## src/sv/plane_clip_and_scale_check_core_assert.svh

```systemverilog
// Assertion macros for the plane clip and scale check block.
`ifndef PLANE_CLIP_AND_SCALE_CHECK_CORE_ASSERT_SVH
`define PLANE_CLIP_AND_SCALE_CHECK_CORE_ASSERT_SVH
`ifndef SYNTHESIS
`define PCSC_ASSERT_IMPL(label, clk, rst, ante, cons) \
   label: assert property (@(posedge clk) disable iff (rst) (ante) |-> (cons)) \
      else $error("assertion failed");
`define PCSC_ASSERT_NEXT(label, clk, rst, ante, cons) \
   label: assert property (@(posedge clk) disable iff (rst) (ante) |=> (cons)) \
      else $error("assertion failed");
`else
`define PCSC_ASSERT_IMPL(label, clk, rst, ante, cons)
`define PCSC_ASSERT_NEXT(label, clk, rst, ante, cons)
`endif
`endif

```

## src/sv/pcsc_pkg.sv

```systemverilog
package pcsc_pkg;
   localparam int NumW = 29;
   localparam int ProdW = 43;
   localparam logic [28:0] RatioMax = 29'h1FFF_FFFF;
   localparam logic [28:0] DoubleRatio = 29'(1 << 15);
   localparam logic [12:0] ResetWidth = 13'd1920;
   localparam logic [12:0] ResetHeight = 13'd1080;

   localparam logic [1:0] StatOk = 2'd0;
   localparam logic [1:0] StatLayout = 2'd1;
   localparam logic [1:0] StatScale = 2'd2;

   localparam logic [1:0] LayLinear = 2'd0;
   localparam logic [1:0] LayTiled = 2'd1;

   localparam logic [2:0] RegWidth = 3'd0;
   localparam logic [2:0] RegHeight = 3'd1;
   localparam logic [2:0] RegScale = 3'd2;
   localparam logic [2:0] RegDouble = 3'd3;
   localparam logic [2:0] RegTile = 3'd4;

   typedef struct packed {
      logic [28:0] num;
      logic [12:0] rem;
      logic [12:0] den;
      logic [28:0] quo;
   } pcsc_lane_type;

   typedef struct packed {
      logic [15:0] sx;
      logic [15:0] sy;
      logic [12:0] aw;
      logic [12:0] ah;
      logic [12:0] dxo;
      logic [12:0] dyo;
      logic [13:0] ovx;
      logic [13:0] ovy;
      logic        negx;
      logic        negy;
      logic        lay_ok;
   } pcsc_pay_type;

   function automatic logic [12:0] visible(input logic signed [13:0] start,
                                           input logic [12:0] len,
                                           input logic [12:0] last);
      logic signed [14:0] fin;
      logic [12:0] room;
      logic [12:0] res;
      fin = 15'(start) + $signed({2'b00, len});
      room = last - start[12:0];
      if (start <= 14'sd0) begin
         if (fin > 15'sd0) begin
            res = (fin[12:0] < last) ? fin[12:0] : last;
         end else begin
            res = '0;
         end
      end else if ({1'b0, start[12:0]} <= {1'b0, last}) begin
         res = (room < len) ? room : len;
      end else begin
         res = '0;
      end
      return res;
   endfunction
endpackage

```

## src/sv/pcsc_rsp_if.sv

```systemverilog
interface pcsc_rsp_if;
   logic        valid;
   logic        ready;
   logic [16:0] out_src_x;
   logic [16:0] out_src_y;
   logic [25:0] out_src_w;
   logic [25:0] out_src_h;
   logic [12:0] out_dst_x;
   logic [12:0] out_dst_y;
   logic [12:0] out_dst_w;
   logic [12:0] out_dst_h;
   logic [28:0] h_ratio;
   logic [28:0] v_ratio;
   logic [1:0]  status;
   modport source(output valid, out_src_x, out_src_y, out_src_w, out_src_h, out_dst_x,
                  out_dst_y, out_dst_w, out_dst_h, h_ratio, v_ratio, status, input ready);
   modport sink(input valid, out_src_x, out_src_y, out_src_w, out_src_h, out_dst_x,
                out_dst_y, out_dst_w, out_dst_h, h_ratio, v_ratio, status, output ready);
endinterface

```

## src/sv/pcsc_finish.sv

```systemverilog
`include "plane_clip_and_scale_check_core_assert.svh"
module pcsc_finish
   import pcsc_pkg::*;
(
   input  logic          clock,
   input  logic          reset,
   input  logic          en,
   input  logic          valid_prev,
   input  pcsc_lane_type h_prev,
   input  pcsc_lane_type v_prev,
   input  pcsc_pay_type  pay_prev,
   input  logic          cap_scale,
   input  logic          cap_double,
   pcsc_rsp_if.source    rsp_chan
);
   logic               v1_ff;
   logic [28:0]        hr_ff, vr_ff;
   logic [ProdW-1:0]   pcw_ff, pch_ff, psx_ff, psy_ff;
   pcsc_pay_type       pay1_ff;
   logic [28:0]        hr_in, vr_in;
   logic               v2_ff;
   logic [25:0]        cw_in, ch_in;
   logic [16:0]        sx_in, sy_in;
   logic [1:0]         st_in;
   logic               wok, hok;

   assign hr_in = (h_prev.den == '0) ? RatioMax : h_prev.quo;
   assign vr_in = (v_prev.den == '0) ? RatioMax : v_prev.quo;

   always_ff @(posedge clock) begin
      if (reset) begin
         v1_ff <= 1'b0;
         v2_ff <= 1'b0;
      end else if (en) begin
         v1_ff <= valid_prev;
         v2_ff <= v1_ff;
      end
   end

   always_ff @(posedge clock) begin
      if (en) begin
         hr_ff <= hr_in;
         vr_ff <= vr_in;
         pcw_ff <= ProdW'(pay_prev.aw) * ProdW'(hr_in);
         pch_ff <= ProdW'(pay_prev.ah) * ProdW'(vr_in);
         psx_ff <= ProdW'(pay_prev.ovx) * ProdW'(hr_in);
         psy_ff <= ProdW'(pay_prev.ovy) * ProdW'(vr_in);
         pay1_ff <= pay_prev;
      end
   end

   assign cw_in = pcw_ff[41:16];
   assign ch_in = pch_ff[41:16];
   assign sx_in = (pay1_ff.negx && pay1_ff.aw != '0) ?
                  17'(pay1_ff.sx) + psx_ff[32:16] : 17'(pay1_ff.sx);
   assign sy_in = (pay1_ff.negy && pay1_ff.ah != '0) ?
                  17'(pay1_ff.sy) + psy_ff[32:16] : 17'(pay1_ff.sy);
   assign wok = (cw_in == 26'(pay1_ff.aw)) || (cap_double && hr_ff == DoubleRatio);
   assign hok = (ch_in == 26'(pay1_ff.ah)) || (cap_double && vr_ff == DoubleRatio);

   always_comb begin
      if (!pay1_ff.lay_ok) begin
         st_in = StatLayout;
      end else if (cap_scale || (wok && hok)) begin
         st_in = StatOk;
      end else begin
         st_in = StatScale;
      end
   end

   always_ff @(posedge clock) begin
      if (en) begin
         rsp_chan.out_src_x <= sx_in;
         rsp_chan.out_src_y <= sy_in;
         rsp_chan.out_src_w <= cw_in;
         rsp_chan.out_src_h <= ch_in;
         rsp_chan.out_dst_x <= pay1_ff.dxo;
         rsp_chan.out_dst_y <= pay1_ff.dyo;
         rsp_chan.out_dst_w <= pay1_ff.aw;
         rsp_chan.out_dst_h <= pay1_ff.ah;
         rsp_chan.h_ratio <= hr_ff;
         rsp_chan.v_ratio <= vr_ff;
         rsp_chan.status <= st_in;
      end
   end

   assign rsp_chan.valid = v2_ff;

   `PCSC_ASSERT_IMPL(a_zero_den_ratio, clock, reset, valid_prev && h_prev.den == '0, hr_in == RatioMax)
   `PCSC_ASSERT_NEXT(a_layout_status, clock, reset, en && v1_ff && !pay1_ff.lay_ok, rsp_chan.status == StatLayout)
   `PCSC_ASSERT_IMPL(a_hidden_src_zero, clock, reset, v2_ff && rsp_chan.out_dst_w == '0, rsp_chan.out_src_w == '0)
endmodule
```

## src/flat_wrapper.sv

```systemverilog
// flat-port wrapper written by rule: the top's interface ports become plain ports
module pcsc_finish_flat import pcsc_pkg::*;
  (clock, reset, en, valid_prev, h_prev, v_prev, pay_prev, cap_scale, cap_double, rsp_chan_valid, rsp_chan_out_src_x, rsp_chan_out_src_y, rsp_chan_out_src_w, rsp_chan_out_src_h, rsp_chan_out_dst_x, rsp_chan_out_dst_y, rsp_chan_out_dst_w, rsp_chan_out_dst_h, rsp_chan_h_ratio, rsp_chan_v_ratio, rsp_chan_status, rsp_chan_ready);
  pcsc_rsp_if rsp_chan_i ();
  input  logic clock;
  input  logic reset;
  input  logic en;
  input  logic valid_prev;
  input  pcsc_lane_type h_prev;
  input  pcsc_lane_type v_prev;
  input  pcsc_pay_type pay_prev;
  input  logic cap_scale;
  input  logic cap_double;
  output wire logic [$bits(rsp_chan_i.valid)-1:0] rsp_chan_valid;
  output wire logic [$bits(rsp_chan_i.out_src_x)-1:0] rsp_chan_out_src_x;
  output wire logic [$bits(rsp_chan_i.out_src_y)-1:0] rsp_chan_out_src_y;
  output wire logic [$bits(rsp_chan_i.out_src_w)-1:0] rsp_chan_out_src_w;
  output wire logic [$bits(rsp_chan_i.out_src_h)-1:0] rsp_chan_out_src_h;
  output wire logic [$bits(rsp_chan_i.out_dst_x)-1:0] rsp_chan_out_dst_x;
  output wire logic [$bits(rsp_chan_i.out_dst_y)-1:0] rsp_chan_out_dst_y;
  output wire logic [$bits(rsp_chan_i.out_dst_w)-1:0] rsp_chan_out_dst_w;
  output wire logic [$bits(rsp_chan_i.out_dst_h)-1:0] rsp_chan_out_dst_h;
  output wire logic [$bits(rsp_chan_i.h_ratio)-1:0] rsp_chan_h_ratio;
  output wire logic [$bits(rsp_chan_i.v_ratio)-1:0] rsp_chan_v_ratio;
  output wire logic [$bits(rsp_chan_i.status)-1:0] rsp_chan_status;
  input wire logic [$bits(rsp_chan_i.ready)-1:0] rsp_chan_ready;
  assign rsp_chan_valid = rsp_chan_i.valid;
  assign rsp_chan_out_src_x = rsp_chan_i.out_src_x;
  assign rsp_chan_out_src_y = rsp_chan_i.out_src_y;
  assign rsp_chan_out_src_w = rsp_chan_i.out_src_w;
  assign rsp_chan_out_src_h = rsp_chan_i.out_src_h;
  assign rsp_chan_out_dst_x = rsp_chan_i.out_dst_x;
  assign rsp_chan_out_dst_y = rsp_chan_i.out_dst_y;
  assign rsp_chan_out_dst_w = rsp_chan_i.out_dst_w;
  assign rsp_chan_out_dst_h = rsp_chan_i.out_dst_h;
  assign rsp_chan_h_ratio = rsp_chan_i.h_ratio;
  assign rsp_chan_v_ratio = rsp_chan_i.v_ratio;
  assign rsp_chan_status = rsp_chan_i.status;
  assign rsp_chan_i.ready = rsp_chan_ready;
  pcsc_finish u_core (.clock(clock), .reset(reset), .en(en), .valid_prev(valid_prev), .h_prev(h_prev), .v_prev(v_prev), .pay_prev(pay_prev), .cap_scale(cap_scale), .cap_double(cap_double), .rsp_chan(rsp_chan_i));
endmodule
```

## config.mk

```make
export PLATFORM = sky130hd
export DESIGN_NAME = pcsc_finish_flat
export DESIGN_NICKNAME = d
export VERILOG_FILES = /design/src/sv/pcsc_pkg.sv /design/src/sv/pcsc_rsp_if.sv /design/src/sv/pcsc_finish.sv /design/src/flat_wrapper.sv
export VERILOG_INCLUDE_DIRS = /design/src /design/src/sv
export SDC_FILE = /design/constraint.sdc
export NUM_CORES = 2
export LEC_CHECK = 0
export ABC_CLOCK_PERIOD_IN_PS = 10400
export BUFFER_PORTS_ARGS = -buffer_cell sky130_fd_sc_hd__buf_2
export CAP_MARGIN = 20
export CORE_ASPECT_RATIO = 0.7
export CORE_UTILIZATION = 40
export DETAILED_ROUTE_END_ITERATION = 12
export GPL_ROUTABILITY_DRIVEN = 0
export GPL_TIMING_DRIVEN = 0
export PLACE_DENSITY = 0.58
export SYNTH_ARGS = -nofsm -noshare
export SYNTH_HDL_FRONTEND = slang
export SYNTH_SLANG_ARGS = --single-unit
```

## constraint.sdc

```tcl
create_clock -name clock -period 10.4 [get_ports clock]
set_clock_uncertainty 0.15 [all_clocks]
set_input_delay 2.08 -clock clock [delete_from_list [all_inputs] [get_ports clock]]
set_output_delay 2.08 -clock clock [all_outputs]
set_load 0.03 [all_outputs]
```

After elaboration in Yosys (flattened, before gate mapping)
Index checks and enable logic that the tools add are counted. W data, S select, Z words.

Register bits: 495. Input bits: 290. Output and inout bits: 199.

Add/subtract/negate cells: 2. Multiply operators: 4. Equal/unequal tests: 4. Muxes and demuxes: 5. Reduce and logical (&&, ||, !) cells: 12.

Operators by type and width (count): $mul A13 B29 Y42 (2); $mul A14 B29 Y33 (2); $eq A29 B16 Y1 const B (2); $mux W29 (2); $eq A26 B13 Y1 (2); $add A16 B17 Y17 (2); $mux W16 (2); $logic_not A13 Y1 (2); $reduce_bool A13 Y1 (2); $logic_and A1 B1 Y1 (5); $logic_or A1 B1 Y1 (3); $mux W2 (1).

Logic depth before layout (Yosys ltp)
Depth after elaboration: 6. Depth in mapped cells: 32. Mapped depth without buffers: 28.

Least setup slack after synthesis
No wires, ideal clock.

Path type: input-to-reg. From: input port v_prev[30] in the netlist's numbering. To: register u_core.psy_ff[29] (data pin). Data arrival time: 8.916 ns. Required time: 9.992 ns. Setup slack: 1.076 ns. Cell stages on the path: 30. Path buffers: 5. Cells stage by stage: nor4_1 -> nand4_1 -> clkbuf_1 -> clkbuf_1 -> clkbuf_1 -> nand2b_1 -> clkbuf_1 -> clkbuf_1 -> nand2_1 -> fa_1 -> fa_1 -> inv_1 -> fa_1 -> fa_1 -> fa_1 -> inv_1 -> fa_1 -> inv_1 -> ha_1 -> a21o_1 -> a21o_1 -> a21oi_1 -> o221a_1 -> a21oi_2 -> a2111o_1 -> a21boi_2 -> o21ai_2 -> a21o_1 -> a21oi_2 -> xnor2_1.

Longest elaborated chain between the ends: 3.

RTL lines: from (decl) (line flat_wrapper.sv:10) `input pcsc_lane_type v_prev;`; $logic_not A13 Y1 (line pcsc_finish.sv:28) `assign vr_in = (v_prev.den == '0) ? RatioMax : v_prev.quo;`; $mux W29 (line pcsc_finish.sv:28); via u_core.vr_in[7] (line pcsc_finish.sv:20) `logic [28:0] hr_in, vr_in;`; $mul A14 B29 Y33 (line pcsc_finish.sv:47) `psy_ff <= ProdW'(pay_prev.ovy) * ProdW'(vr_in);`; to (signal assigned) (line pcsc_finish.sv:47); to (decl) (line pcsc_finish.sv:18) `logic [ProdW-1:0] pcw_ff, pch_ff, psx_ff, psy_ff;`.

The timed path passes the listed nets, and every way through them passes these cells. A chain may end at the register's enable or synchronous reset.

Worst setup path in the final report
From: input port h_prev[35] in the netlist's numbering. To: register u_core.psx_ff[32] (data pin).

Longest elaborated chain between the ends: 3.

RTL lines: from (decl) (line flat_wrapper.sv:9) `input pcsc_lane_type h_prev;`; $logic_not A13 Y1 (line pcsc_finish.sv:27) `assign hr_in = (h_prev.den == '0) ? RatioMax : h_prev.quo;`; $mux W29 (line pcsc_finish.sv:27); via u_core.hr_in[15] (line pcsc_finish.sv:20); $mul A14 B29 Y33 (line pcsc_finish.sv:46) `psx_ff <= ProdW'(pay_prev.ovx) * ProdW'(hr_in);`; to (signal assigned) (line pcsc_finish.sv:46); to (decl) (line pcsc_finish.sv:18).

The timed path passes the listed nets, and every way through them passes these cells.

==> results by group <==
Timing
  • Min Hold Slack: 0.253 ns
  • Post-route worst setup slack: 0.186 ns
  • RSZ-0062 raised after global routing: true
  • Worst-Margin Slew: 1.36 ns
  • Final Slew Violations: 0
  • Fmax: 0.0979 GHz
  • Tcrit/Tclk final: 98.2%
  • Final setup vio count: 0
  • Slew margin rel.: 8.21%
  • Hold Fails Final Rpt: 0
  • Minimum clock period: 10.21 ns

Drt
  • Post-Route WL: 183000 um
  • DRT Pass-1 Iters: 6
  • Iter 0 DRT Violations: 3810
  • Remaining antenna violation count: 0
  • Via count: 41387
  • Via/cell ratio: 5.11
  • Residual DRC: 0
  • Drt wl/cell: 22.6 um

Clock network
  • Clk buf depth: 3
  • H-Tree Level Count: 2
  • CTS clk-pin slew, worst paths: 0.06 ns
  • Clock Sinks: 431
  • CTS tree: done
  • Root Buffer Master: clkbuf_16
  • Clock buffer count from CTS: 48
  • Worst skew pair latency: 0.67 ns

Die
  • CORE AREA: 143000 um^2
  • Die height: 321 um
  • Starting Density: 40.5%
  • # rows: 116
  • Die width: 457 um
  • Num ports: 489
  • Die area: 147000 um^2

Global route
  • Antenna violations before repair: 18
  • Largest net degree at the start of global routing: 120
  • Global-route wire length before repair: 275000 um
  • Vias in the first global route: 42332
  • Total Routing Usage GR: 25.5%
  • Gr ovfl total: 0

Worst setup path
  • CP Capture Type: flip-flop
  • Crit-path slowest cell: clkbuf_1
  • Critical path's top delay family: adder cells
  • CP Data Arrival Time: 10.44 ns
  • Nature of the critical path startpoint: input pin
  • CP Max Fanout: 10
  • CP required: 10.62 ns
  • Critical path's largest stage delay: 0.82 ns
  • WS Path Type: input pin to flip-flop
  • WP buf/inv: 8
  • Worst R2R Setup Slack: 6.86 ns
  • Most frequent CP cell: fa_1

Logic synthesis
  • Synthesized Nets: 7516
  • Distinct cell type count after synthesis: 71
  • Sequential area share after synthesis: 22.3%
  • Post-synth EDFFs: 429
  • Syn Area/Cell: 10.1 um^2
  • Yosys warns: 0
  • Top_reg_cell synth: edfxtp_1
  • Mapped Cells: 5752
  • Seq cells post-synth: 431
  • Synthesized area: 58000 um^2
  • Ys async rst share: 0%

Placed design
  • Port Buffers: 390
  • DPL Wire Length: 151000 um
  • Placed Instances: 8037
  • Post-Place Worst Slack: -1.60 ns

Finish
  • Layout net count: 7937
  • Filler instances: 13838
  • Layout cells sized above 1: 9.53%
  • Final non-filler cell total: 8107
  • Area grow syn2layout: 11.0%
  • Multi-input logic area: 39500 um^2
  • Sequential cell area: 12900 um^2

Min path
  • Worst Hold Class: flip-flop to flip-flop

Pwr
  • P_leak: 0.0307 uW
  • Sw power: 10400 uW
  • Part of the power in combinational logic: 75.3%
  • Cell Int Power: 11100 uW
  • Cell Pwr Density: 335 nW/um^2
  • Pwr Total: 21600 uW
  • Reg power frac: 15.8%
  • Clock share of power: 8.9%
  • Peak VDD IR: 309 uV
  • Switching Share: 48.5%

Run status
  • Status: finished clean

Run
  • Total of max-cap violations: 0
[timing repair]
action / CTS / global route
pin swaps: 0 / 2
gates resized for setup: 68 / 73
gates cloned: 0 / 0
buffers inserted: 0 / 2
hold buffers: 0 / 0
setup endpoints to repair: 38 / 35
[cells in the final DEF, fill, tap and decap left out, types with 50 or more instances in the layout]
master	count
a21oi_1	87
and2_1	560
buf_2	393
clkbuf_1	237
edfxtp_1	429
fa_1	1148
ha_1	326
inv_1	1208
nand2_1	984
nor2_1	74
o21ai_0	54
xnor2_1	112
xor2_1	50
[stage by stage]
stage / instance area (um^2) / util (%) / setup TNS, ns
floorplan: 58000 / - / 0
global placement: 62300 / 43.5 / -81.13
detailed placement: 62500 / 43.6 / -55.79
CTS: 64200 / 44.8 / -0.0494
global route: 64400 / 44.9 / -0.0277
finish: 64400 / 44.9 / 0
[power by group through the flow]
| stage | registers [uW] | clock network, uW | logic (uW) |
|---|---|---|---|
| 2_1_floorplan | 3560 | 0 | 11800 |
| 3_3_place_gp | 3460 | 0 | 15800 |
| 3_5_place_dp | 3430 | 0 | 16000 |
| 4_1_cts | 3410 | 1980 | 16200 |
| 5_1_grt | 3440 | 2040 | 18500 |
| 6_report | 3410 | 1920 | 16200 |
[cells by family (layout without fill, tap and decap cells)]
family / count (synthesis) / count (layout) / share of synthesized area [%]
mux: 6 / 6 / 0.112
xor+xnor: 164 / 164 / 2.48
flops: 431 / 431 / 22.3
fa+ha+maj: 1474 / 1474 / 46.6
simple gates: 1850 / 1850 / 15.3
other cells: 0 / 9 / 0
buf+inv: 1529 / 1987 / 9.89
compound gates: 298 / 298 / 3.30
[state kept, by name (all words and copies together) (netlist names)]
register,flops
u_core.pay1_ff,87
u_core.hr_ff,29
u_core.rsp_chan.h_ratio,29
u_core.rsp_chan.v_ratio,29
u_core.vr_ff,29
u_core.pch_ff,26
u_core.pcw_ff,26
u_core.rsp_chan.out_src_h,26
u_core.rsp_chan.out_src_w,26
u_core.psx_ff,17
u_core.psy_ff,17
u_core.rsp_chan.out_src_x,17
u_core.rsp_chan.out_src_y,17
u_core.rsp_chan.out_dst_h,13
u_core.rsp_chan.out_dst_w,13
u_core.rsp_chan.out_dst_x,13
u_core.rsp_chan.out_dst_y,13
u_core.rsp_chan.status,2
u_core.rsp_chan.valid,1
u_core.v1_ff,1
[metal layers]
metal	wire length (um)	GRT usage, %
met5	16	0
met4	5080	6.49
met3	23700	8.72
met2	70600	34.1
met1	83500	38.8
[worst paths after layout]
path	startpoint	to	cells after the start
worst max-delay path	h_prev[35]	u_core.psx_ff[32]$_DFFE_PP_	28
worst max register to register	u_core.hr_ff[11]$_DFFE_PP_	u_core.rsp_chan.status[1]$_SDFFCE_PN0P_	5
worst min register to register	u_core.pay1_ff[52]$_DFFE_PP_	u_core.rsp_chan.out_dst_x[8]$_DFFE_PP_	0
worst min-delay path	u_core.pay1_ff[52]$_DFFE_PP_	u_core.rsp_chan.out_dst_x[8]$_DFFE_PP_	0
[final cells by class]
class,instances,share of cell area [%]
Timing Repair Buffer,401,3.36
Inverter,1208,7.04
Buffer,291,1.85
Antenna cell,9,0.0350
Sequential cell,431,20.1
Multi-Input combinational cell,3792,61.3
Tap cell,1888,3.67
Clock inverter,29,0.709
Clock buffer,58,1.92
[synthesized netlist by cell type (6+ instances only)]
library cell	number	area (um^2)
a21o_1	47	353
a21oi_1	88	440
a31oi_1	11	68.8
and2_1	560	3500
and3_1	10	62.6
buf_1	6	22.5
clkbuf_1	315	1180
edfxtp_1	429	12900
fa_1	1148	23000
ha_1	326	4080
inv_1	1208	4530
nand2_1	984	3690
nand2b_1	71	444
nand3_1	32	160
nand4_1	26	163
nor2_1	74	278
nor2b_1	14	87.6
nor3_1	26	130
nor4_1	24	150
o21a_1	12	90.1
o21ai_0	55	275
o21ai_1	11	55.1
o22ai_1	6	37.5
o31ai_1	6	45.0
or2_2	7	43.8
xnor2_1	113	990
xor2_1	51	447
Power figures use the tool's default switching activity.
