===== config.mk =====
export PLATFORM = sky130hd
export DESIGN_NAME = pcsc_div_cell
export DESIGN_NICKNAME = d
export VERILOG_FILES = /design/src/sv/plane_clip_and_scale_check_core_assert.svh /design/src/sv/pcsc_pkg.sv /design/src/sv/pcsc_div_cell.sv
export SDC_FILE = /design/constraint.sdc
export NUM_CORES = 1
export LEC_CHECK = 0
export ABC_AREA = 1
export BUFFER_PORTS_ARGS = -buffer_cell sky130_fd_sc_hd__buf_4
export CORE_AREA = 8 8 214 216
export CTS_BUF_LIST = sky130_fd_sc_hd__clkbuf_2
export DETAILED_ROUTE_END_ITERATION = 16
export DIE_AREA = 0 0 222 224
export PLACE_DENSITY = 0.56
export SYNTH_ARGS = -nofsm -noshare
export SYNTH_HDL_FRONTEND = slang
export SYNTH_SLANG_ARGS = --single-unit

===== constraint.sdc =====
create_clock -name clock -period 5.43 [get_ports clock]
set_input_delay 1.629 -clock clock [delete_from_list [all_inputs] [get_ports clock]]
set_output_delay 1.629 -clock clock [all_outputs]
set_load 0.1 [all_outputs]

===== src/sv/plane_clip_and_scale_check_core_assert.svh =====
// Assertion macros for the plane clip and scale check block.
`ifndef PLANE_CLIP_AND_SCALE_CHECK_CORE_ASSERT_SVH
`define PLANE_CLIP_AND_SCALE_CHECK_CORE_ASSERT_SVH
`ifndef SYNTHESIS
`define PCSC_ASSERT_IMPL(label, clk, rst, ante, cons) \
   label: assert property (@(posedge clk) disable iff (rst) (ante) |-> (cons)) \
      else $error("assertion failed");
`define PCSC_ASSERT_NEXT(label, clk, rst, ante, cons) \
   label: assert property (@(posedge clk) disable iff (rst) (ante) |=> (cons)) \
      else $error("assertion failed");
`else
`define PCSC_ASSERT_IMPL(label, clk, rst, ante, cons)
`define PCSC_ASSERT_NEXT(label, clk, rst, ante, cons)
`endif
`endif


===== src/sv/pcsc_pkg.sv =====
package pcsc_pkg;
   localparam int NumW = 29;
   localparam int ProdW = 43;
   localparam logic [28:0] RatioMax = 29'h1FFF_FFFF;
   localparam logic [28:0] DoubleRatio = 29'(1 << 15);
   localparam logic [12:0] ResetWidth = 13'd1920;
   localparam logic [12:0] ResetHeight = 13'd1080;

   localparam logic [1:0] StatOk = 2'd0;
   localparam logic [1:0] StatLayout = 2'd1;
   localparam logic [1:0] StatScale = 2'd2;

   localparam logic [1:0] LayLinear = 2'd0;
   localparam logic [1:0] LayTiled = 2'd1;

   localparam logic [2:0] RegWidth = 3'd0;
   localparam logic [2:0] RegHeight = 3'd1;
   localparam logic [2:0] RegScale = 3'd2;
   localparam logic [2:0] RegDouble = 3'd3;
   localparam logic [2:0] RegTile = 3'd4;

   typedef struct packed {
      logic [28:0] num;
      logic [12:0] rem;
      logic [12:0] den;
      logic [28:0] quo;
   } pcsc_lane_type;

   typedef struct packed {
      logic [15:0] sx;
      logic [15:0] sy;
      logic [12:0] aw;
      logic [12:0] ah;
      logic [12:0] dxo;
      logic [12:0] dyo;
      logic [13:0] ovx;
      logic [13:0] ovy;
      logic        negx;
      logic        negy;
      logic        lay_ok;
   } pcsc_pay_type;

   function automatic logic [12:0] visible(input logic signed [13:0] start,
                                           input logic [12:0] len,
                                           input logic [12:0] last);
      logic signed [14:0] fin;
      logic [12:0] room;
      logic [12:0] res;
      fin = 15'(start) + $signed({2'b00, len});
      room = last - start[12:0];
      if (start <= 14'sd0) begin
         if (fin > 15'sd0) begin
            res = (fin[12:0] < last) ? fin[12:0] : last;
         end else begin
            res = '0;
         end
      end else if ({1'b0, start[12:0]} <= {1'b0, last}) begin
         res = (room < len) ? room : len;
      end else begin
         res = '0;
      end
      return res;
   endfunction
endpackage


===== src/sv/pcsc_div_cell.sv =====
module pcsc_div_cell
   import pcsc_pkg::*;
(
   input  logic          clock,
   input  logic          reset,
   input  logic          en,
   input  logic          valid_prev,
   input  pcsc_lane_type h_prev,
   input  pcsc_lane_type v_prev,
   input  pcsc_pay_type  pay_prev,
   output logic          valid_ff,
   output pcsc_lane_type h_ff,
   output pcsc_lane_type v_ff,
   output pcsc_pay_type  pay_ff
);
   pcsc_lane_type h_in;
   pcsc_lane_type v_in;

   function automatic pcsc_lane_type step(input pcsc_lane_type a);
      pcsc_lane_type r;
      logic [13:0] trial;
      logic [13:0] diff;
      logic ge;
      trial = {a.rem, a.num[NumW-1]};
      diff = trial - {1'b0, a.den};
      ge = trial >= {1'b0, a.den};
      r.num = {a.num[NumW-2:0], 1'b0};
      r.rem = ge ? diff[12:0] : trial[12:0];
      r.den = a.den;
      r.quo = {a.quo[NumW-2:0], ge};
      return r;
   endfunction

   assign h_in = step(h_prev);
   assign v_in = step(v_prev);

   always_ff @(posedge clock) begin
      if (reset) begin
         valid_ff <= 1'b0;
      end else if (en) begin
         valid_ff <= valid_prev;
      end
   end

   always_ff @(posedge clock) begin
      if (en) begin
         h_ff <= h_in;
         v_ff <= v_in;
         pay_ff <= pay_prev;
      end
   end
endmodule


# Word level (Yosys, flattened, before mapping)
# Cells that the tools add are included.
# classes
add_sub_neg	2
n_lt_le_gt_ge	2
mux	2
# ops
cell	n
14-bit by 13-bit >= comparator with 1-bit output	2
13-bit two-way mux	2
13-bit subtractor	2
# totals
regBits	282
out_inout_bits	284
wordCells	26

# Longest topological paths before layout
# Gate-level depths: netlist of run 1.
# logic_depth
word_depth	2
mapped_depth	12
depth_no_buf	11

# Worst setup path after synthesis of run 1
# OpenSTA, ideal clock, no wires.
# synth_path
path_kind	input-to-reg
start	input port h_prev[83] (netlist name)
end	register h_ff[43] (netlist name) (data pin)
setup_ps	254
arrival_time_ps	2872
path_slack_ps	2303
stages	10
cell_sequence	inv_1 ha_1 fa_1 inv_1 nand2_1 nand3_2 nand2_4 nand3_4 buf_8 o21ai_2
# synth_lines
item	line_no	rtl
start: declaration	pcsc_div_cell.sv:8	input pcsc_lane_type h_prev,
end signal: assignment	pcsc_div_cell.sv:47	h_ff <= h_in;
end: declaration	pcsc_div_cell.sv:12	output pcsc_lane_type h_ff,

# Worst setup path after layout of run 1
# layout_path
start	register pay_ff[46] (netlist name)
end	output port pay_ff[46] (netlist name)
# layout_lines
item	line_no	rtl
start: declaration	pcsc_div_cell.sv:14	output pcsc_pay_type pay_ff
start signal: assignment	pcsc_div_cell.sv:49	pay_ff <= pay_prev;
# No word-level cell between the ends.

==> results.txt, run 1 <==
The multiplexer area fraction after synthesis was 0.000920. Number of antenna violations at the first check in global routing: 4. The maximum count of clock buffers along a single path was 3; the first-pass GRT wire length was 54.9 mm. The overall power came out at 6.38 mW. For this run, the leading register cell type out of synthesis is sky130_fd_sc_hd__edfxtp_1.

The run gives 1672 as the final net count. The critical path is of the flop to output port type. At the pin with the least slew margin, the transition time is 940 ps. The number of buffers and inverters on the critical path is 1, and the final wirelength is 38.4 mm. Critical register-to-register path endpoint: valid_ff.

The worst register-to-register path has a depth of 2. By area, the combinational part of the netlist is dominated by simple AND/OR/NAND/NOR gates. The number of storage elements in the synthesis netlist was 282. For this design the static power due to leakage is 7.68 nW. The logs give 530 ps for the final-layout worst hold slack and 0.777 for the sequential fraction of the synthesis area. The tools report the overall die area as 49700 µm². The most common cell in the netlist was sky130_fd_sc_hd__edfxtp_1. In this run the count of I/O pins placed on the die edge is 571. The kind of cell with the highest combined delay along the critical path is flip-flops. The later pin in the worst-skew pair is clocked with a latency of 960 ps. In the final routed layout, each cell accounts on average for 19.5 µm. The post-synthesis adder-cell area fraction works out to 0.0336. Traced cell by cell, the critical path runs through buf_4. Setup violations remaining at the end of the flow were counted as 0.

The largest fanout of any net on the critical path came out at 1. The cell area that synthesis handed to floorplanning was 10900 µm². Along the worst hold path, the cell count comes to 2. Setup repair after global routing left no endpoint under its margin.

The instance count of the mapped netlist came out at 710. The first detailed-routing pass took 5 iterations. The total routing resource utilization after global routing is 0.148. Yosys attributes the largest share of cell area to sky130_fd_sc_hd__edfxtp_1 (78%), sky130_fd_sc_hd__nand2_1 (4.7%), sky130_fd_sc_hd__inv_1 (3.7%). TritonCTS built the clock tree. After detailed routing, the number of remaining DRC violations is 0. The switching share of total power was 0.420. The HPWL after detailed placement was 30.7 mm. The share of the synthesized area in the top cell type came out at 0.775.

The number of global-route vias before repair is 8360. In this run the mean area of a mapped cell was 15.3 µm². For the fraction of the core area covered by cells at the end of the flow, the log shows 0.390. The startpoint type of the worst setup path was a flop.

The logs give 1550 ps for the pre-CTS setup slack and 0 for the final antenna-violating net count. The flow ran to the end, and the final reports show no timing, DRC or antenna violations. The via-per-instance ratio came out at 4.08. The simple-gate share of the synthesized area is 0.114, and the final worst-path setup slack is 2100 ps. The run gives 2.68 mW as the switching power total. The tree is rooted in a sky130_fd_sc_hd__clkbuf_2. The biggest area consumer among synthesized cells is sky130_fd_sc_hd__edfxtp_1. The run gives 0.256 as the initial standard-cell utilization of the core. Combinational share of power: 0.335. The synthesized netlist contains 31 unique library cells. The Yosys step of the flow raised 0 warnings.

The share of the synthesized area in compound gates (AO/OA/AOI/OAI) was 0.0167. The ratio of final minimum period to clock period was 0.614; the cts-stage hold buffer count was 0. The startpoint identified for the worst register-to-register timing path is valid_ff. The quantity of I/O buffers inserted on ports was 566. The region available for standard cell placement spans 42500 µm².

In this run the post-CTS setup repair buffer count came out at 0. The logs give 0 ps for the final-layout setup total negative slack and 0 for the final count of hold timing violations. The slowest stage of the critical path is the sky130_fd_sc_hd__edfxtp_1 cell. The sum of overflow across all layers after global routing came out at 0.

Measured along the x axis, the die boundary spans 222 µm. In this run the most critical hold path is launched from valid_ff. By count the netlist is led by sky130_fd_sc_hd__edfxtp_1 (281), sky130_fd_sc_hd__nand2_1 (136), sky130_fd_sc_hd__inv_1 (108), sky130_fd_sc_hd__ha_1 (26), sky130_fd_sc_hd__nand4_1 (22). The clock share of power is 0.248, and the fraction of registers with async set/reset is 0. In this run the core area contains 76 standard-cell rows. The register share of total power was 0.417; the shortest period the worst path allows was 3330 ps. For hold timing, the worst endpoint is valid_ff. The number of violations reported at the end of detailed-routing iteration 0 is 400, and the top achievable clock speed is 300 MHz. Data arrives at the worst endpoint at 1700 ps. The tools report the number of buffers inserted during clock tree synthesis as 81. The clock drives 282 sinks.

The height of the die was 224 µm. The area growth from synthesis to layout is 52.3%. Critical path capture point type: an output port.

Once the clock tree was built, the resizer swapped 0 gates to a different size. Number of flops mapped to enable cells by yosys: 281. Summing over every cut layer, the via total after detailed routing is 8036.

Setup slack on the worst reg-to-reg path comes out at 4830 ps. The number of pins exceeding their max-slew limit in the final report was 0. The class of the most critical hold timing path is flop to flop. The XOR/XNOR share of the synthesized area works out to 0.0105. The post-CTS clock slew at the launch and capture registers of the worst setup and hold paths was 90 ps. The max capacitance violation total was 0. The required time of the worst setup path is 3800 ps, and the worst clock skew on the final layout is 0 ps.

For the relative slew slack, the log shows 0.373. The pin count of the biggest net entering global routing was 119; the fraction of final layout cells with drive strength greater than 1 was 0.537. The logs give 3 for the count of H-tree levels built during CTS and 3.70 mW for the total internal power. Final estimated routing congestion in global placement: 0.873.

Power spread over the standard cell area amounts to 385 nW/µm². The highest ir drop seen on vdd is 0.203 mV, and the delay of the slowest cell on the worst path is 420 ps.
worst max path at each step:
stage | from | endpoint | cells after the start
floorplan | h_prev[83] | h_ff[43] | 10
global placement | v_prev[38] | v_ff[47] | 11
detailed placement | v_prev[38] | v_ff[47] | 11
CTS | h_ff[5] | h_ff[5] | 1
global route | h_ff[5] | h_ff[5] | 1
finish | pay_ff[46] | pay_ff[46] | 1
kinds of logic after synthesis:
family / count (synthesis)
other: 1
adder cells (fa/ha/maj): 28
XOR/XNOR: 13
AND/OR/NAND/NOR: 241
AO/OA/AOI/OAI: 22
flip-flops: 282
buffers and inverters: 122
multiplexers: 1
stage by stage:
stage | std cells | area (µm²)
6_report | 1970 | 16600
5_1_grt | 1969 | 16600
4_1_cts | 1966 | 16600
3_5_place_dp | 1820 | 15800
3_3_place_gp | 1820 | 15800
2_1_floorplan | 711 | 10900
registers in the layout, indices dropped and copies added (netlist names):
register / flops
h_ff: 83
valid_ff: 1
v_ff: 83
pay_ff: 115
cell type report:
cell class / instances / area (µm²)
Fill cell: 4112 / 25900
Sequential cell: 282 / 8460
Timing Repair Buffer: 570 / 4310
Multi-Input combinational cell: 307 / 1920
Tap cell: 546 / 683
Clock buffer: 108 / 541
Inverter: 115 / 434
Clock inverter: 38 / 220
Antenna cell: 4 / 10.0
per-layer routing:
metal,track usage,share of wire,vias to the layer above
met1,0.160,0.37,3770
met4,0.0552,0.024,2
met5,0,0.00029,-
met2,0.243,0.49,381
met3,0.0793,0.11,68
li1,-,-,3815
cells in the final DEF (no fill, tap or decap):
cell type,instances
sky130_fd_sc_hd__a21oi_1,7
sky130_fd_sc_hd__a21oi_4,2
sky130_fd_sc_hd__and2_4,1
sky130_fd_sc_hd__buf_12,2
sky130_fd_sc_hd__buf_4,567
sky130_fd_sc_hd__buf_8,1
sky130_fd_sc_hd__bufinv_16,2
sky130_fd_sc_hd__clkbuf_2,108
sky130_fd_sc_hd__clkinv_1,24
sky130_fd_sc_hd__clkinv_2,6
sky130_fd_sc_hd__clkinv_4,1
sky130_fd_sc_hd__clkinvlp_4,2
sky130_fd_sc_hd__conb_1,2
sky130_fd_sc_hd__dfxtp_1,1
sky130_fd_sc_hd__diode_2,4
sky130_fd_sc_hd__edfxtp_1,281
sky130_fd_sc_hd__fa_1,2
sky130_fd_sc_hd__ha_1,26
sky130_fd_sc_hd__inv_1,108
sky130_fd_sc_hd__inv_2,8
sky130_fd_sc_hd__inv_4,1
sky130_fd_sc_hd__inv_6,1
sky130_fd_sc_hd__mux2i_1,1
sky130_fd_sc_hd__nand2_1,136
sky130_fd_sc_hd__nand2_2,20
sky130_fd_sc_hd__nand2_4,5
sky130_fd_sc_hd__nand3_1,21
sky130_fd_sc_hd__nand3_2,11
sky130_fd_sc_hd__nand3_4,3
sky130_fd_sc_hd__nand4_1,22
sky130_fd_sc_hd__nor2_1,14
sky130_fd_sc_hd__nor2_2,4
sky130_fd_sc_hd__nor2_4,3
sky130_fd_sc_hd__nor2_8,1
sky130_fd_sc_hd__o21ai_2,13
sky130_fd_sc_hd__xnor2_1,2
sky130_fd_sc_hd__xor2_1,11
power by group through the flow:
| stage | registers [mW] | logic [mW] | clock network, mW |
|---|---|---|---|
| floorplan | 4.04 | 0.229 | 0 |
| global placement | 2.71 | 2.15 | 0 |
| detailed placement | 2.71 | 2.15 | 0 |
| CTS | 2.66 | 2.16 | 1.70 |
| global route | 2.68 | 2.21 | 1.78 |
| finish | 2.66 | 2.14 | 1.58 |
(Power assumes the default switching activity.)
==> run 2: changes to the inputs <==
--- a/config.mk
+++ b/config.mk
@@ -5,13 +5,13 @@
 export SDC_FILE = /design/constraint.sdc
 export NUM_CORES = 1
 export LEC_CHECK = 0
-export ABC_AREA = 1
+export ABC_AREA = 0
 export BUFFER_PORTS_ARGS = -buffer_cell sky130_fd_sc_hd__buf_4
-export CORE_AREA = 8 8 214 216
+export CORE_AREA = 8 8 213 215
 export CTS_BUF_LIST = sky130_fd_sc_hd__clkbuf_2
 export DETAILED_ROUTE_END_ITERATION = 16
-export DIE_AREA = 0 0 222 224
-export PLACE_DENSITY = 0.56
+export DIE_AREA = 0 0 221 223
+export PLACE_DENSITY = 0.54
 export SYNTH_ARGS = -nofsm -noshare
 export SYNTH_HDL_FRONTEND = slang
 export SYNTH_SLANG_ARGS = --single-unit
==> constraint.sdc (replaced) <==
create_clock -name clock -period 3.07 [get_ports clock]
set_input_delay 0.921 -clock clock [delete_from_list [all_inputs] [get_ports clock]]
set_output_delay 0.921 -clock clock [all_outputs]
set_load 0.1 [all_outputs]
==> run 2 against run 1 <==
  * Total power grew 81%
  * Sequential share of layout area fell by 5.7 points
  * Count of clock-buffer cells in the layout up 10
  * Area after synthesis decreased by 6.7%
  * Combinational power is 89% higher
  * Clock skew is the same
  * Highest routed layer is now met4
  * Utilization grew 5.1 points
  * Design area is 13% higher
  * Sequential power rose by 77%
  * Non-clock buffer count grew 279
==> results.txt, run 2 <==
The number of pins exceeding their max-slew limit in the final report is 0 (unchanged), and the final-layout worst hold slack is 233 ps (was 530 ps). The run gives 8.11 nW (was 7.68 nW) as the leakage power summed over all cells. The fraction of registers with async set/reset was 0 (unchanged).

The via-per-instance ratio is 4.03 (was 4.08). The quantity of I/O buffers inserted on ports was 566 (unchanged). The number of flops mapped to enable cells by yosys is 281 (unchanged). The post-route DRC violation count came out at 0 (unchanged). Highest ir drop seen on vdd: 0.305 mV (was 0.203 mV). The switching share of total power was 0.407 (was 0.420); the placed cell area was 15300 µm² (was 15800 µm²).

The fraction of the core area covered by cells at the end of the flow is 0.441 (was 0.390). The first-pass detailed-route iteration total was 4 (was 5); the number of failing setup endpoints in the final timing report was 0 (unchanged). Registers with the most flip-flops: pay_ff x115, h_ff x83, v_ff x83 (unchanged).

Fill cell total of the finished layout: 3760 (was 4112). The run gives 6.86 mW (was 3.70 mW) as the total internal power. The run gives 42300 µm² (was 42500 µm²) as the placeable core region.

Top cells by instance count after synthesis: sky130_fd_sc_hd__edfxtp_1 (281), sky130_fd_sc_hd__inv_1 (34), sky130_fd_sc_hd__a21oi_1 (26), sky130_fd_sc_hd__ha_1 (26), sky130_fd_sc_hd__nor2_1 (26) (was sky130_fd_sc_hd__edfxtp_1 (281), sky130_fd_sc_hd__nand2_1 (136), sky130_fd_sc_hd__inv_1 (108), sky130_fd_sc_hd__ha_1 (26), sky130_fd_sc_hd__nand4_1 (22)). The non-filler instance count after layout came out at 2048 (was 1970). The via total after detailed routing is 8247 (was 8036), and the number of violations reported at the end of detailed-routing iteration 0 is 424 (was 400).

The clock tree root driver cell is sky130_fd_sc_hd__clkbuf_2 (unchanged). The endpoint arrival time on the critical path was 3590 ps (was 1700 ps). The post-synthesis to final-layout area growth works out to 83.7% (was 52.3%). The post-CTS clock slew at the launch and capture registers of the worst setup and hold paths was 100 ps (was 90 ps). Kind of critical path: input port to flop (was flop to output port). Register containing the most flip-flops in the final layout: pay_ff (unchanged). The initial standard-cell utilization of the core was 0.240 (was 0.256). The I/O pin count came out at 571 (unchanged). The logs give 49300 µm² (was 49700 µm²) for the overall die area and 0 (unchanged) for the final antenna-violating net count.

The pin count of the biggest net entering global routing is 55 (was 119). The tools report the sequential fraction of the synthesis area as 0.833 (was 0.777). The number of flip-flops in the largest register was 115 (unchanged); the required time of the worst setup path was 3750 ps (was 3800 ps). For the cell row count, the log shows 76 (unchanged). The total instance count after detailed placement was 1647 (was 1820); the ratio of final minimum period to clock period was 0.948.

The run gives 0.795 (was 0.873) as the final estimated routing congestion in global placement. For the post-CTS resize count, the log shows 0 (unchanged). The final count of hold timing violations is 0 (unchanged), and the share of the synthesized area in the top cell type is 0.831 (was 0.775). The tools report the combinational share of power as 0.351 (was 0.335). The number of buffers inserted by post-CTS setup repair was 0 (unchanged).

Startpoint type of the worst setup path: an input port (was a flop). Number of antenna violations at the first check in global routing: 7 (was 4). The fraction of final layout cells with drive strength greater than 1 was 0.498 (was 0.537); the number of library cell types mapped by synthesis was 47 (was 31).

The relative slew slack was 0.666 (was 0.373); the HPWL after detailed placement was 29.4 mm (was 30.7 mm). The most frequent standard cell in the layout excluding fill and tap cells is sky130_fd_sc_hd__buf_4 (unchanged). The logs give 3 (unchanged) for the maximum count of clock buffers along a single path and 10200 µm² (was 10900 µm²) for the mapped cell area. The run gives 9006 (was 8360) as the number of global-route vias before repair. The tools report the instance count of the mapped netlist as 514 (was 710). Setup repair after global routing left no endpoint under its margin. Most used cells in the layout excluding fill and tap cells: sky130_fd_sc_hd__buf_4 (584), sky130_fd_sc_hd__edfxtp_1 (281), sky130_fd_sc_hd__dlygate4sd3_1 (257) (was sky130_fd_sc_hd__buf_4 (567), sky130_fd_sc_hd__edfxtp_1 (281), sky130_fd_sc_hd__nand2_1 (136)). The total routing resource utilization after global routing came out at 0.156 (was 0.148).

TritonCTS built the clock tree. For the first-pass GRT wire length, the log shows 57.7 mm (was 54.9 mm). The critical path capture point type is a flop (was an output port). The sum of overflow across all layers after global routing was 0 (unchanged); the largest fanout of any net on the critical path was 11 (was 1). The number of storage elements in the synthesis netlist was 282 (unchanged); the area taken by flip-flops and latches was 8460 µm² (unchanged).

The final wirelength is 39.8 mm (was 38.4 mm). The class of the most critical hold timing path was input port to flop (was flop to flop). The power per standard cell area is 620 nW/µm² (was 385 nW/µm²).

The register share of total power is 0.408 (was 0.417). For the switching power total, the log shows 4.70 mW (was 2.68 mW). The run gives 0 ps (unchanged) as the worst clock skew on the final layout. The total non-filler cell area in the finished layout came out at 18700 µm² (was 16600 µm²). The height of the die is 223 µm (was 224 µm). The slew of the pin with the lowest slew margin works out to 501 ps (was 940 ps).

The number of buffers inserted during clock tree synthesis came out at 78 (was 81). Most common cell in the netlist: sky130_fd_sc_hd__edfxtp_1 (unchanged). Final net count: 1753 (was 1672).

The mean post-synth cell area is 19.8 µm² (was 15.3 µm²). The tools report the area of combinational cells with multiple inputs as 1530 µm² (was 1920 µm²). The worst path in the final design needs a cycle of 2910 ps, including I/O delays and setup. The floorplan die width is 221 µm (was 222 µm).

Dominant synthesized flop cell: sky130_fd_sc_hd__edfxtp_1 (unchanged). Area contributors post-synth: sky130_fd_sc_hd__edfxtp_1 (83%), sky130_fd_sc_hd__ha_1 (3.2%), sky130_fd_sc_hd__mux2_4 (1.5%) (was sky130_fd_sc_hd__edfxtp_1 (78%), sky130_fd_sc_hd__nand2_1 (4.7%), sky130_fd_sc_hd__inv_1 (3.7%)). The logs give 970 ps (was 960 ps) for the clock latency on the worst-skew pair and 257 (was 0) for the cts-stage hold buffer count.

The average detailed-routed wire length per instance is 19.4 µm (was 19.5 µm). The biggest area consumer among synthesized cells was sky130_fd_sc_hd__edfxtp_1 (unchanged). The flow ran to the end, and the final reports show no timing, DRC or antenna violations.

The clock share of power was 0.241 (was 0.248). The top achievable clock speed is 343 MHz, and the max capacitance violation total is 0 (unchanged). The run gives 282 (unchanged) as the clock sink count.

The tools report the count of H-tree levels built during CTS as 3 (unchanged). The total number of yosys warnings was 0 (unchanged).
==> run 2: cell count changes after synthesis, moves of 11 or more <==
cell / change
sky130_fd_sc_hd__nand4_1: -19
sky130_fd_sc_hd__a21oi_1: +19
sky130_fd_sc_hd__nand3_2: -11
sky130_fd_sc_hd__nand2_1: -130
sky130_fd_sc_hd__nand3_1: -19
sky130_fd_sc_hd__o21ai_2: -12
sky130_fd_sc_hd__nor2_1: +12
sky130_fd_sc_hd__nand2_2: -20
sky130_fd_sc_hd__inv_1: -74
==> run 2: area by class of cell <==
type	instances	share of cell area
antenna	7	0.000939
multi-input combinational	193	0.0818
clock inverter	19	0.00738
inverter	34	0.00684
clock buffer	118	0.0317
sequential	282	0.453
timing repair buffer	849	0.381
tap	546	0.0366
==> run 2: worst max-delay path, stage by stage <==
cell,delay [ps]
sky130_fd_sc_hd__dlygate4sd3_1,530
sky130_fd_sc_hd__buf_4,140
sky130_fd_sc_hd__ha_1,220
sky130_fd_sc_hd__fa_2,350
sky130_fd_sc_hd__nand2b_4,150
sky130_fd_sc_hd__a21oi_2,150
sky130_fd_sc_hd__o21ai_1,90
sky130_fd_sc_hd__a211oi_1,290
sky130_fd_sc_hd__o32a_2,250
sky130_fd_sc_hd__buf_12,150
sky130_fd_sc_hd__mux2_2,340
==> run 2: worst paths after layout <==
kind                                 start       end  slack, ps  cells past startpoint
worst min register to register    valid_ff  valid_ff       1050                      3
worst max register to register    valid_ff  valid_ff       1930                      3
worst max-delay path            v_prev[29]  v_ff[45]        160                     11
worst min-delay path            h_prev[48]  h_ff[49]        230                      2
==> run 2: per-stage QoR <==
step | TNS, ps | power [mW] | setup WS [ps]
5_1_grt | 0 | 12.1 | 123
6_report | 0 | 11.6 | 158
3_3_place_gp | -2040 | 8.56 | -140
3_5_place_dp | -2860 | 8.58 | -195
2_1_floorplan | 0 | 7.51 | 39.1
4_1_cts | 0 | 11.7 | 84.5
==> run 2: power by group through the flow <==
stage / logic, mW / registers (mW) / clock network [mW]
6_report: 4.05 / 4.72 / 2.79
5_1_grt: 4.17 / 4.75 / 3.14
4_1_cts: 4.07 / 4.72 / 2.95
3_5_place_dp: 3.78 / 4.80 / 0
3_3_place_gp: 3.77 / 4.79 / 0
2_1_floorplan: 0.334 / 7.17 / 0
==> run 2: metal layers <==
metal / vias to the layer above / GRT usage / part of all wire
met5: - / 0 / 0
met4: 0 / 0.0771 / 0.029
li1: 3885 / - / -
met1: 3906 / 0.164 / 0.38
met3: 69 / 0.0616 / 0.083
met2: 387 / 0.271 / 0.51
==> run 2: cell families after synthesis <==
kind of cell,Yosys count,share of synthesized area
fa+ha+maj,28,0.0360
mux,19,0.0243
simple gates,62,0.0301
xor+xnor,18,0.0155
flops,282,0.833
buf+inv,40,0.0181
compound gates,64,0.0428
other cells,1,0.000369
==> run 3: changes to the inputs <==
--- a/config.mk
+++ b/config.mk
@@ -12,6 +12,7 @@
 export DETAILED_ROUTE_END_ITERATION = 16
 export DIE_AREA = 0 0 221 223
 export PLACE_DENSITY = 0.54
+export REMOVE_ABC_BUFFERS = 1
 export SYNTH_ARGS = -nofsm -noshare
 export SYNTH_HDL_FRONTEND = slang
 export SYNTH_SLANG_ARGS = --single-unit
==> run 3 against run 2 <==
  * Fmax grew 1.4%
  * Total power grew 1.7%
  * Largest cell class unchanged
  * Sequential share of layout area shrank 0.21 points
  * Final cell count grew 0.24%
==> results.txt, run 3 (same netlist as run 2, synthesis figures left out) <==
The fraction of final layout cells with drive strength greater than 1 is 0.495 (was 0.498). Registers with the most flip-flops: pay_ff x115, h_ff x83, v_ff x83 (unchanged). The quantity of I/O buffers inserted on ports works out to 566 (unchanged). The leakage power summed over all cells is 8.14 nW (was 8.11 nW), and the sum of overflow across all layers after global routing is 0 (unchanged). The number of buffers inserted during clock tree synthesis is 78 (unchanged), and the final count of hold timing violations is 0 (unchanged). For the number of violations reported at the end of detailed-routing iteration 0, the log shows 444 (was 424). The kind of critical path is input port to flop (unchanged).

For the post-CTS resize count, the log shows 0 (unchanged). The critical path capture point type was a flop (unchanged). The post-CTS clock slew at the launch and capture registers of the worst setup and hold paths was 110 ps (was 100 ps); the placeable core region was 42300 µm² (unchanged).

The total instance count after detailed placement came out at 1657 (was 1647). The power per standard cell area is 628 nW/µm² (was 620 nW/µm²), and the pin count of the biggest net entering global routing is 66 (was 55). The logs give 0 ps (unchanged) for the final-layout setup total negative slack and 256 (was 257) for the cts-stage hold buffer count. The relative slew slack is 0.591 (was 0.666). Setup repair after global routing left no endpoint under its margin. The number of pins exceeding their max-slew limit in the final report is 0 (unchanged), and the HPWL after detailed placement is 29.6 mm (was 29.4 mm). The slew of the pin with the lowest slew margin is 613 ps (was 501 ps).

The final net count was 1762 (was 1753); the clock latency on the worst-skew pair was 950 ps (was 970 ps). The max capacitance violation total was 0 (unchanged); the largest fanout of any net on the critical path was 9 (was 11). The run gives 76 (unchanged) as the cell row count. The fraction of the core area covered by cells at the end of the flow is 0.443 (was 0.441).

Final antenna-violating net count: 0 (unchanged). The first-pass detailed-route iteration total is 5 (was 4). The class of the most critical hold timing path was input port to flop (unchanged).

The I/O pin count was 571 (unchanged). For the required time of the worst setup path, the log shows 3760 ps (was 3750 ps). TritonCTS built the clock tree.

The post-route DRC violation count is 0 (unchanged), and the final wirelength is 40.1 mm (was 39.8 mm). For the first-pass GRT wire length, the log shows 58.9 mm (was 57.7 mm). The final-layout worst hold slack was 255 ps (was 233 ps). The number of global-route vias before repair was 9222 (was 9006). The tools report the number of buffers inserted by post-CTS setup repair as 0 (unchanged). Most frequent standard cell in the layout excluding fill and tap cells: sky130_fd_sc_hd__buf_4 (unchanged). Number of antenna violations at the first check in global routing: 11 (was 7). The run finished with clean final reports. For the overall die area, the log shows 49300 µm² (unchanged).

The final estimated routing congestion in global placement came out at 0.813 (was 0.795). Ratio of final minimum period to clock period: 0.936 (was 0.948). The post-synthesis to final-layout area growth is 84.5% (was 83.7%), and the via total after detailed routing is 8374 (was 8247).

The via-per-instance ratio was 4.08 (was 4.03); the initial standard-cell utilization of the core was 0.240 (unchanged). The worst clock skew on the final layout is 0 ps (unchanged), and the count of H-tree levels built during CTS is 3 (unchanged). The clock sink count was 282 (unchanged). The highest ir drop seen on vdd came out at 0.358 mV (was 0.305 mV). Startpoint type of the worst setup path: an input port (unchanged). The maximum count of clock buffers along a single path came out at 3 (unchanged).

The run gives 0 (unchanged) as the number of failing setup endpoints in the final timing report. The floorplan die width was 221 µm (unchanged). Non-filler instance count after layout: 2053 (was 2048). The height of the die was 223 µm (unchanged).

Average detailed-routed wire length per instance: 19.5 µm (was 19.4 µm). Number of flip-flops in the largest register: 115 (unchanged). The total routing resource utilization after global routing came out at 0.157 (was 0.156).

Register containing the most flip-flops in the final layout: pay_ff (unchanged). The clock tree root driver cell was sky130_fd_sc_hd__clkbuf_2 (unchanged). The overall power was 11.8 mW (was 11.6 mW).

Most used cells in the layout excluding fill and tap cells: sky130_fd_sc_hd__buf_4 (595), sky130_fd_sc_hd__edfxtp_1 (281), sky130_fd_sc_hd__dlygate4sd3_1 (256) (was sky130_fd_sc_hd__buf_4 (584), sky130_fd_sc_hd__edfxtp_1 (281), sky130_fd_sc_hd__dlygate4sd3_1 (257)). The shortest period the worst path allows is 2870 ps (was 2910 ps). The logs give 348 MHz (was 343 MHz) for the top achievable clock speed and 3560 ps (was 3590 ps) for the endpoint arrival time on the critical path.
## run 3: cell count changes in the layout (fill, tap and decap cells not counted), moves of 3 or more
cell / previous run / this run
sky130_fd_sc_hd__buf_4: 584 / 595
sky130_fd_sc_hd__bufinv_16: 2 / 5
sky130_fd_sc_hd__clkbuf_2: 118 / 105
sky130_fd_sc_hd__clkinv_1: 10 / 16
## run 3: cell type report
class,instances,area [µm²]
fillers,3790,23600
flip-flops and latches,282,8460
repair buffers,858,7160
multi-input cells,193,1520
well taps,546,683
clock buffers,105,526
clock inverters,27,243
inverters,34,128
diodes,8,20.0
## run 3: worst paths after layout
path | startpoint | end | slack, ps | cells after the start
setup / recovery | v_prev[29] | v_ff[44] | 200 | 11
hold / removal | h_prev[30] | h_ff[30] | 260 | 2
hold reg to reg | valid_ff | valid_ff | 1090 | 3
setup reg to reg | valid_ff | valid_ff | 1910 | 3
## run 3: where the power goes
group	internal, mW	switching, mW
clock	1.34	1.63
sequential	4.61	0.108
combinational	1.07	2.99
## run 3: layer usage
layer | vias up | share of wire | wire length, µm | track usage
met4 | 6 | 0.031 | 1260 | 0.0777
met2 | 404 | 0.50 | 20000 | 0.265
met3 | 72 | 0.10 | 4050 | 0.0737
met5 | - | 0.00092 | 37 | 0
met1 | 4002 | 0.37 | 14700 | 0.164
li1 | 3890 | - | - | -
## run 3: worst max-delay path: stages
cell                            delay [ps]
sky130_fd_sc_hd__dlygate4sd3_1         540
sky130_fd_sc_hd__buf_4                 140
sky130_fd_sc_hd__ha_1                  210
sky130_fd_sc_hd__fa_1                  390
sky130_fd_sc_hd__nand2b_1              190
sky130_fd_sc_hd__a21oi_2               150
sky130_fd_sc_hd__o21ai_1                90
sky130_fd_sc_hd__a211oi_1              240
sky130_fd_sc_hd__o32a_2                220
sky130_fd_sc_hd__buf_12                140
sky130_fd_sc_hd__mux2_2                330
## run 3: per-stage QoR
stage	area, µm²	worst slack (ps)
2_1_floorplan	10100	-205
3_3_place_gp	15400	-186
3_5_place_dp	15400	-192
4_1_cts	18700	179
5_1_grt	18700	215
6_report	18700	198
